**src/rtl/log_delta_sample_decoder_unit_defines.svh**
```systemverilog
// Assertion macros for the log delta sample decoder.
`ifndef LOG_DELTA_SAMPLE_DECODER_UNIT_DEFINES_SVH
`define LOG_DELTA_SAMPLE_DECODER_UNIT_DEFINES_SVH

// Same-cycle implication, held off during reset.
`define LDSD_ASSERT_NOW(label, clk, rst_n, ante, cons, msg) \
    label: assert property (@(posedge clk) disable iff (!(rst_n)) (ante) |-> (cons)) \
        else $error(msg);

// Next-cycle implication, held off during reset.
`define LDSD_ASSERT_NEXT(label, clk, rst_n, ante, cons, msg) \
    label: assert property (@(posedge clk) disable iff (!(rst_n)) (ante) |=> (cons)) \
        else $error(msg);

`endif

```
**src/rtl/ldsd_pkg.sv**
```systemverilog
`default_nettype none
package ldsd_pkg;

    localparam int unsigned CODE_W   = 8;
    localparam int unsigned VALUE_W  = 32;
    localparam int unsigned SPA_W    = 16;
    localparam int unsigned RUN_W    = 8;
    localparam int unsigned CFG_W    = 16;

    // Request type codes
    localparam logic REQ_LOAD   = 1'b0;
    localparam logic REQ_SAMPLE = 1'b1;

    // Value given for a blanked sample
    localparam logic [VALUE_W-1:0] BLANK_VALUE = 32'hFFFF_8000;

    typedef struct packed {
        logic               req_type;
        logic [CODE_W-1:0]  code;
        logic [VALUE_W-1:0] start_value;
    } t_item;

endpackage
`default_nettype wire

```
**src/rtl/ldsd_delta.sv**
```systemverilog
`default_nettype none
module ldsd_delta
    import ldsd_pkg::*;
(
    input  wire logic [CODE_W-1:0]  i_code,
    output logic      [VALUE_W-1:0] o_delta
);

    // Hidden leading part and scale (as a shift) per shift code
    localparam logic [4:0] HIDDEN [16] = '{5'd8, 5'd8, 5'd8, 5'd8, 5'd8, 5'd8, 5'd8, 5'd8,
                                          5'd8, 5'd8, 5'd24, 5'd16, 5'd24, 5'd16, 5'd8,
                                          5'd0};
    localparam logic [3:0] SHIFT [16] = '{4'd12, 4'd11, 4'd10, 4'd9, 4'd8, 4'd7, 4'd6,
                                         4'd5, 4'd4, 4'd3, 4'd1, 4'd1, 4'd0, 4'd0, 4'd0,
                                         4'd0};

    logic [6:0]         w_k;
    logic [3:0]         w_s;
    logic [16:0]        w_mag;
    logic [VALUE_W-1:0] w_ext;

    always_comb begin
        // positive half uses the low seven bits, negative half counts down from 128
        w_k   = i_code[7] ? i_code[6:0] : 7'(9'd128 - {1'b0, i_code});
        w_s   = 4'd15 - w_k[6:3];
        w_mag = (17'(HIDDEN[w_s]) + 17'(w_k[2:0])) << SHIFT[w_s];
        w_ext = {{(VALUE_W-17){1'b0}}, w_mag};
        if (i_code == '0) begin
            o_delta = '0;
        end else if (i_code[7]) begin
            o_delta = w_ext;
        end else begin
            o_delta = '0 - w_ext;
        end
    end

endmodule
`default_nettype wire

```
**src/rtl/ldsd_seq.sv**
```systemverilog
`default_nettype none
`include "log_delta_sample_decoder_unit_defines.svh"
module ldsd_seq
    import ldsd_pkg::*;
#(
    parameter int unsigned AXIS_COUNT_BITS = 16
) (
    input  wire logic               i_clk,
    input  wire logic               i_rst_n,
    input  wire logic               i_valid,
    input  wire t_item              i_item,
    input  wire logic [SPA_W-1:0]   i_samples_per_axis,
    input  wire logic [RUN_W-1:0]   i_blank_run_length,
    output logic                    o_advance,
    output logic                    o_out_valid,
    input  wire logic               i_out_ready,
    output logic [VALUE_W-1:0]      o_sample_value,
    output logic                    o_is_blank,
    output logic                    o_axis_end
);

    localparam int unsigned CW = (AXIS_COUNT_BITS + 1 > SPA_W + 1) ?
                                 AXIS_COUNT_BITS + 1 : SPA_W + 1;

    logic [VALUE_W-1:0]         r_sum, n_sum;
    logic [RUN_W-1:0]           r_blank_cd, n_blank_cd;
    logic [AXIS_COUNT_BITS-1:0] r_axis_pos, n_axis_pos;
    logic                       r_out_valid, n_out_valid;
    logic [VALUE_W-1:0]         r_sample_value;
    logic                       r_is_blank, r_axis_end;

    logic [VALUE_W-1:0] w_delta;
    logic               w_sample, w_blank, w_end;
    logic [SPA_W-1:0]   w_spa;
    logic [RUN_W-1:0]   w_run;
    logic [CW-1:0]      w_next;

    ldsd_delta u_delta (
        .i_code  (i_item.code),
        .o_delta (w_delta)
    );

    always_comb begin
        w_sample  = (i_item.req_type == REQ_SAMPLE);
        // a load moves no result, so it need not wait for the output slot
        o_advance = i_valid && (!w_sample || !r_out_valid || i_out_ready);

        w_spa  = (i_samples_per_axis == '0) ? SPA_W'(1) : i_samples_per_axis;
        w_run  = (i_blank_run_length == '0) ? RUN_W'(1) : i_blank_run_length;
        w_next = CW'(r_axis_pos) + CW'(1);
        w_end  = (w_next >= CW'(w_spa)) || (&r_axis_pos);
        w_blank = (r_blank_cd != '0) || (i_item.code == '0);

        n_sum      = r_sum;
        n_blank_cd = r_blank_cd;
        n_axis_pos = r_axis_pos;
        if (o_advance) begin
            if (!w_sample) begin
                n_sum      = i_item.start_value;
                n_blank_cd = '0;
                n_axis_pos = '0;
            end else begin
                n_sum = r_sum + w_delta;
                if (r_blank_cd != '0) begin
                    n_blank_cd = r_blank_cd - RUN_W'(1);
                end else if (i_item.code == '0) begin
                    n_blank_cd = w_run - RUN_W'(1);
                end
                if (w_end) begin
                    n_axis_pos = '0;
                    n_blank_cd = '0;
                end else begin
                    n_axis_pos = w_next[AXIS_COUNT_BITS-1:0];
                end
            end
        end

        n_out_valid = r_out_valid;
        if (o_advance && w_sample) begin
            n_out_valid = 1'b1;
        end else if (i_out_ready) begin
            n_out_valid = 1'b0;
        end
    end

    always_ff @(posedge i_clk) begin
        if (!i_rst_n) begin
            r_sum       <= '0;
            r_blank_cd  <= '0;
            r_axis_pos  <= '0;
            r_out_valid <= 1'b0;
        end else begin
            r_sum       <= n_sum;
            r_blank_cd  <= n_blank_cd;
            r_axis_pos  <= n_axis_pos;
            r_out_valid <= n_out_valid;
        end
    end

    always_ff @(posedge i_clk) begin
        if (o_advance && w_sample) begin
            r_sample_value <= w_blank ? BLANK_VALUE : n_sum;
            r_is_blank     <= w_blank;
            r_axis_end     <= w_end;
        end
    end

    assign o_out_valid    = r_out_valid;
    assign o_sample_value = r_sample_value;
    assign o_is_blank     = r_is_blank;
    assign o_axis_end     = r_axis_end;

    `LDSD_ASSERT_NEXT(a_load_clears, i_clk, i_rst_n, o_advance && !w_sample, (r_blank_cd == '0) && (r_axis_pos == '0), "load did not clear blank run and axis position")
    `LDSD_ASSERT_NEXT(a_end_restarts, i_clk, i_rst_n, o_advance && w_sample && w_end, (r_axis_pos == '0) && (r_blank_cd == '0) && r_axis_end, "axis end did not restart the axis")
    `LDSD_ASSERT_NEXT(a_load_no_result, i_clk, i_rst_n, o_advance && !w_sample && !r_out_valid, !r_out_valid, "load produced a result")
    `LDSD_ASSERT_NOW(a_blank_value, i_clk, i_rst_n, r_out_valid && r_is_blank, r_sample_value == BLANK_VALUE, "blanked sample carries a wrong value")

endmodule
`default_nettype wire

```
**src/rtl/log_delta_sample_decoder_unit.sv**
```systemverilog
// An accepted item passes the input register and then the result register of the decode stage.
// Throughput: one item per cycle while results are taken; an empty input register still fills.
// Load items produce no result and leave the input register without waiting on the result slot.
// Reset (i_rst_n low, synchronous): clears running sum, blank run and axis position,
// drops both pipeline valids, and sets samples per axis to 65535 and blank run to 1.
`default_nettype none
module log_delta_sample_decoder_unit
    import ldsd_pkg::*;
#(
    parameter int unsigned AXIS_COUNT_BITS = 16
) (
    input  wire logic               i_clk,
    input  wire logic               i_rst_n,
    // configuration write port
    input  wire logic               i_cfg_we,
    input  wire logic               i_cfg_index,
    input  wire logic [CFG_W-1:0]   i_cfg_data,
    // input channel
    input  wire logic               i_in_valid,
    output logic                    o_in_ready,
    input  wire logic               i_req_type,
    input  wire logic [CODE_W-1:0]  i_code,
    input  wire logic [VALUE_W-1:0] i_start_value,
    // result channel
    output logic                    o_out_valid,
    input  wire logic               i_out_ready,
    output logic [VALUE_W-1:0]      o_sample_value,
    output logic                    o_is_blank,
    output logic                    o_axis_end
);

    // Register indexes of the configuration port
    localparam logic CFG_SAMPLES_PER_AXIS = 1'b0;
    localparam logic CFG_BLANK_RUN_LENGTH = 1'b1;

    logic [SPA_W-1:0] r_samples_per_axis;
    logic [RUN_W-1:0] r_blank_run_length;

    // Input register: holds one item ahead of the decode stage
    logic  r_in_valid, n_in_valid;
    t_item r_item;
    logic  w_advance;

    // Take configuration writes whenever the enable is high; unknown bits are dropped
    always_ff @(posedge i_clk) begin
        if (!i_rst_n) begin
            r_samples_per_axis <= SPA_W'(65535);
            r_blank_run_length <= RUN_W'(1);
        end else if (i_cfg_we) begin
            unique case (i_cfg_index)
                CFG_SAMPLES_PER_AXIS: r_samples_per_axis <= i_cfg_data[SPA_W-1:0];
                CFG_BLANK_RUN_LENGTH: r_blank_run_length <= i_cfg_data[RUN_W-1:0];
                default:              ;
            endcase
        end
    end

    // Ready while the input register is empty or about to hand its item on
    assign o_in_ready = !r_in_valid || w_advance;

    always_comb begin
        n_in_valid = r_in_valid;
        if (o_in_ready) begin
            n_in_valid = i_in_valid;
        end
    end

    always_ff @(posedge i_clk) begin
        if (!i_rst_n) begin
            r_in_valid <= 1'b0;
        end else begin
            r_in_valid <= n_in_valid;
        end
    end

    // Capture the payload on acceptance; hold it otherwise
    always_ff @(posedge i_clk) begin
        if (i_in_valid && o_in_ready) begin
            r_item.req_type    <= i_req_type;
            r_item.code        <= i_code;
            r_item.start_value <= i_start_value;
        end
    end

    // Decode stage: table lookup, running sum, blank run and axis count, result register
    ldsd_seq #(
        .AXIS_COUNT_BITS (AXIS_COUNT_BITS)
    ) u_seq (
        .i_clk              (i_clk),
        .i_rst_n            (i_rst_n),
        .i_valid            (r_in_valid),
        .i_item             (r_item),
        .i_samples_per_axis (r_samples_per_axis),
        .i_blank_run_length (r_blank_run_length),
        .o_advance          (w_advance),
        .o_out_valid        (o_out_valid),
        .i_out_ready        (i_out_ready),
        .o_sample_value     (o_sample_value),
        .o_is_blank         (o_is_blank),
        .o_axis_end         (o_axis_end)
    );

endmodule
`default_nettype wire

```
**config.mk**
```make
export PLATFORM = sky130hd
export DESIGN_NAME = log_delta_sample_decoder_unit
export DESIGN_NICKNAME = d
export VERILOG_FILES = /design/src/rtl/ldsd_pkg.sv /design/src/rtl/ldsd_delta.sv /design/src/rtl/ldsd_seq.sv /design/src/rtl/log_delta_sample_decoder_unit.sv
export VERILOG_INCLUDE_DIRS = /design/src /design/src/rtl
export SDC_FILE = /design/constraint.sdc
export NUM_CORES = 1
export LEC_CHECK = 0
export BUFFER_PORTS_ARGS = -buffer_cell sky130_fd_sc_hd__clkbuf_2
export CAP_MARGIN = 10
export CORE_ASPECT_RATIO = 1.75
export CORE_MARGIN = 2
export CORE_UTILIZATION = 50
export DETAILED_ROUTE_END_ITERATION = 10
export PLACE_DENSITY = 0.7
export SETUP_SLACK_MARGIN = 0.2
export SYNTH_ARGS = -nofsm -noshare
export SYNTH_HDL_FRONTEND = slang
export SYNTH_SLANG_ARGS = --single-unit
```
**constraint.sdc**
```tcl
create_clock -name i_clk -period 8.4 [get_ports i_clk]
set_input_delay 0.42 -clock i_clk [delete_from_list [all_inputs] [get_ports i_clk]]
set_output_delay 0.42 -clock i_clk [all_outputs]
set_load 0.02 [all_outputs]
```
==> results_dict.tcl <==
set metrics [dict create \
    max_slew_margin 0.291 \
    slowest_delay_ns 0.55 \
    arrival_ns 7.73 \
    setup_violations 0 \
    tritoncts "built" \
    synth_edf_count 75 \
    nFillCells 1765 \
    clock_latency_ns 0.44 \
    synth_area_per_cell_um2 8.79 \
    clockBufferDepth 2 \
    nNetsFinal 1262 \
    fin_skew_ns 0.0115 \
    cp_data_required_time_ns 8.58 \
    synth_area_leaders "edfxtp_1, dfxtp_1, ha_1, a21oi_1, nor2_1" \
    fmax_mhz 132 \
    synth-simple-area-share 0.197 \
    ir_drop_mv 0.188 \
    synthMuxAreaShare 0.0348 \
    chipHeight_um 185 \
    rows 66 \
    synthDistinctLibCells 76 \
    final_common_cell "nor2_1" \
    synth_fa_ha_area_frac 0.0715 \
    instances_no_fill 1397 \
    viasPerCell 5.86 \
    hpwlAfterDp_um 18100 \
    syn-instance-count 1068 \
    min_path_type "primary input to flop" \
    cp_max_fo 13 \
    die_w_um 108 \
    drtPass1Iterations 5 \
    synth_compound_area_frac 0.201 \
    hold_viol_final 0 \
    core_area_um2 18500 \
    port_buffers 98 \
    worst_setup_path_start_kind "flop" \
    place_ws_ns 0.870 \
    vias 8180 \
    syn_nets 1184 \
    area_growth_pct 13.9 \
    critPathBufInv 2 \
    routedWlPerCell_um 17.5 \
    timing.final.crit_share 0.899 \
    clock_sinks 157 \
    synth_top_area_share 0.240 \
    drive_gt1_frac 0.150 \
    ys_ff_latch 157 \
    ant_nets 0 \
    path_class "flop to flop" \
    grt_pass1_vias 8141 \
    ys.flop_type "dfxtp_1" \
    critPathTopFamily "compound AO/OA/AOI/OAI gates" \
    h-tree-depth 4 \
    tightest_slew_ns 1.06 \
    grt_antenna_before_repair 0 \
    place_area_um2 10100 \
    ys_seq_area_frac 0.415 \
    crit_path_frequent_cell "ha_1" \
    routabilityCongestion 0.918 \
    powerDensity_nw_per_um2 209 \
    grt_pass1_wl_um 39000 \
    synth_xor_area_frac 0.0401 \
    ys_async_sr_fraction 0 \
    track_usage 0.253 \
    cts.reportedPaths.clkPinSlew_ns 0.07 \
    overflow 0 \
    io_pins 99 \
    final-seq-area_um2 3890 \
    synth_top_area_cell "edfxtp_1" \
    maxCapViolCount 0 \
    synth_top_family_by_area "compound AO/OA/AOI/OAI gates" \
    slew_viol_final 0 \
    finalSetupTns_ns 0 \
    yosysWarningCount 0 \
    netlist_area_um2 9390 \
    rsz0062_at_grt "no" \
    ctsHoldBuffers 0 \
    worstSetupEndpointType "flop" \
    grt_max_degree 58 \
    cpMaxStageDelayCell "edfxtp_1" \
    start_util 0.507 \
    dp.cells 1365 \
    drt_iter0_markers 363 \
    post-route-drc-count 0 \
    design_area_um2 10700 \
    multi_input_area_um2 5160 \
    leakage_nw 4.79 \
    status "finished, final reports clean" \
    period_needed_ns 7.55 \
    final_cell_mix "nor2_1, a21oi_1, nand2_1, clkbuf_2, dfxtp_1" \
    fp.dieArea_um2 19900 \
    drt-total-wl_um 24400 \
    cts_root_buffer "clkbuf_16" \
    fin_ws_ns 0.846 \
    diodes 0 \
    cts-buffers-inserted 17 \
]
## power by group
part / total [W] / switching, W / internal, W / leakage (nW)
clock network: 0.000772 / 0.000320 / 0.000452 / 0.292
logic: 0.000590 / 0.000360 / 0.000230 / 3.10
registers: 0.000870 / 0.0000229 / 0.000847 / 1.40
total: 0.00223 / 0.000703 / 0.00153 / 4.79
## state kept, by name, indices dropped and copies added, names as in the netlist
name and cells:
r_blank_run_length 8, u_seq.o_is_blank 1, r_samples_per_axis 16, u_seq.r_blank_cd 8, r_in_valid 1, u_seq.r_sum 32
u_seq.o_sample_value 32, u_seq.r_axis_pos 16, u_seq.o_axis_end 1, u_seq.o_out_valid 1, r_item 41
## worst paths after layout
kind,start,endpoint,slack [ns],depth (start not counted)
hold reg to reg,r_blank_run_length[7],r_blank_run_length[7],0.47,2
setup reg to reg,r_item[32],u_seq.o_sample_value[31],0.85,26
setup / recovery,r_item[32],u_seq.o_sample_value[31],0.85,26
hold / removal,i_start_value[23],r_item[23],0.15,1
## cell families after synthesis
family,count (synthesis)
muxes,32
adders and majority gates,53
buffers and inverters,93
DFF,157
AOI/OAI and AO/OA,294
and+or+nand+nor,396
xor gates and xnor gates,43
## synth_stat cells, types with 12 or more instances
master    number
ha_1          52
nand3_1       40
o21ai_0       43
dfxtp_1       82
edfxtp_1      75
and3_1        15
nor2b_1       14
xor2_1        20
and2_1        12
nor3_1        30
nor2_1       128
o211ai_1      18
xnor2_1       23
a211oi_1      15
a21o_1        30
clkbuf_1      40
a21oi_1      110
mux2i_1       29
inv_1         39
nand2_1      109
## layer usage
layer | vias to the layer above | GRT usage | wire (um)
met4 | 0 | 0.143 | 1200
li1 | 4037 | - | -
met1 | 3906 | 0.248 | 9000
met5 | - | 0 | 0
met3 | 74 | 0.0391 | 735
met2 | 163 | 0.489 | 13500
## through the flow
stage          utilization  hold slack (ns)  total power [W]
2_1_floorplan            -            0.442          0.00133
5_1_grt              0.578            0.143          0.00234
6_report             0.578            0.154          0.00223
3_3_place_gp         0.545            0.461          0.00146
3_5_place_dp         0.545            0.467          0.00147
4_1_cts              0.577            0.145          0.00224
## layout make-up
type,count,area share
multi-input combinational,818,0.483
sequential,157,0.364
timing repair buffer,110,0.0543
clock buffer,21,0.0461
tap,238,0.0279
inverter,42,0.0152
clock inverter,11,0.00971
## repair_timing
action                     4_1_cts  5_1_grt
setup buffers                    0        0
gates resized for setup          0        3
setup endpoints to repair        0        2
No activity file was read; power rests on OpenSTA's default activity.
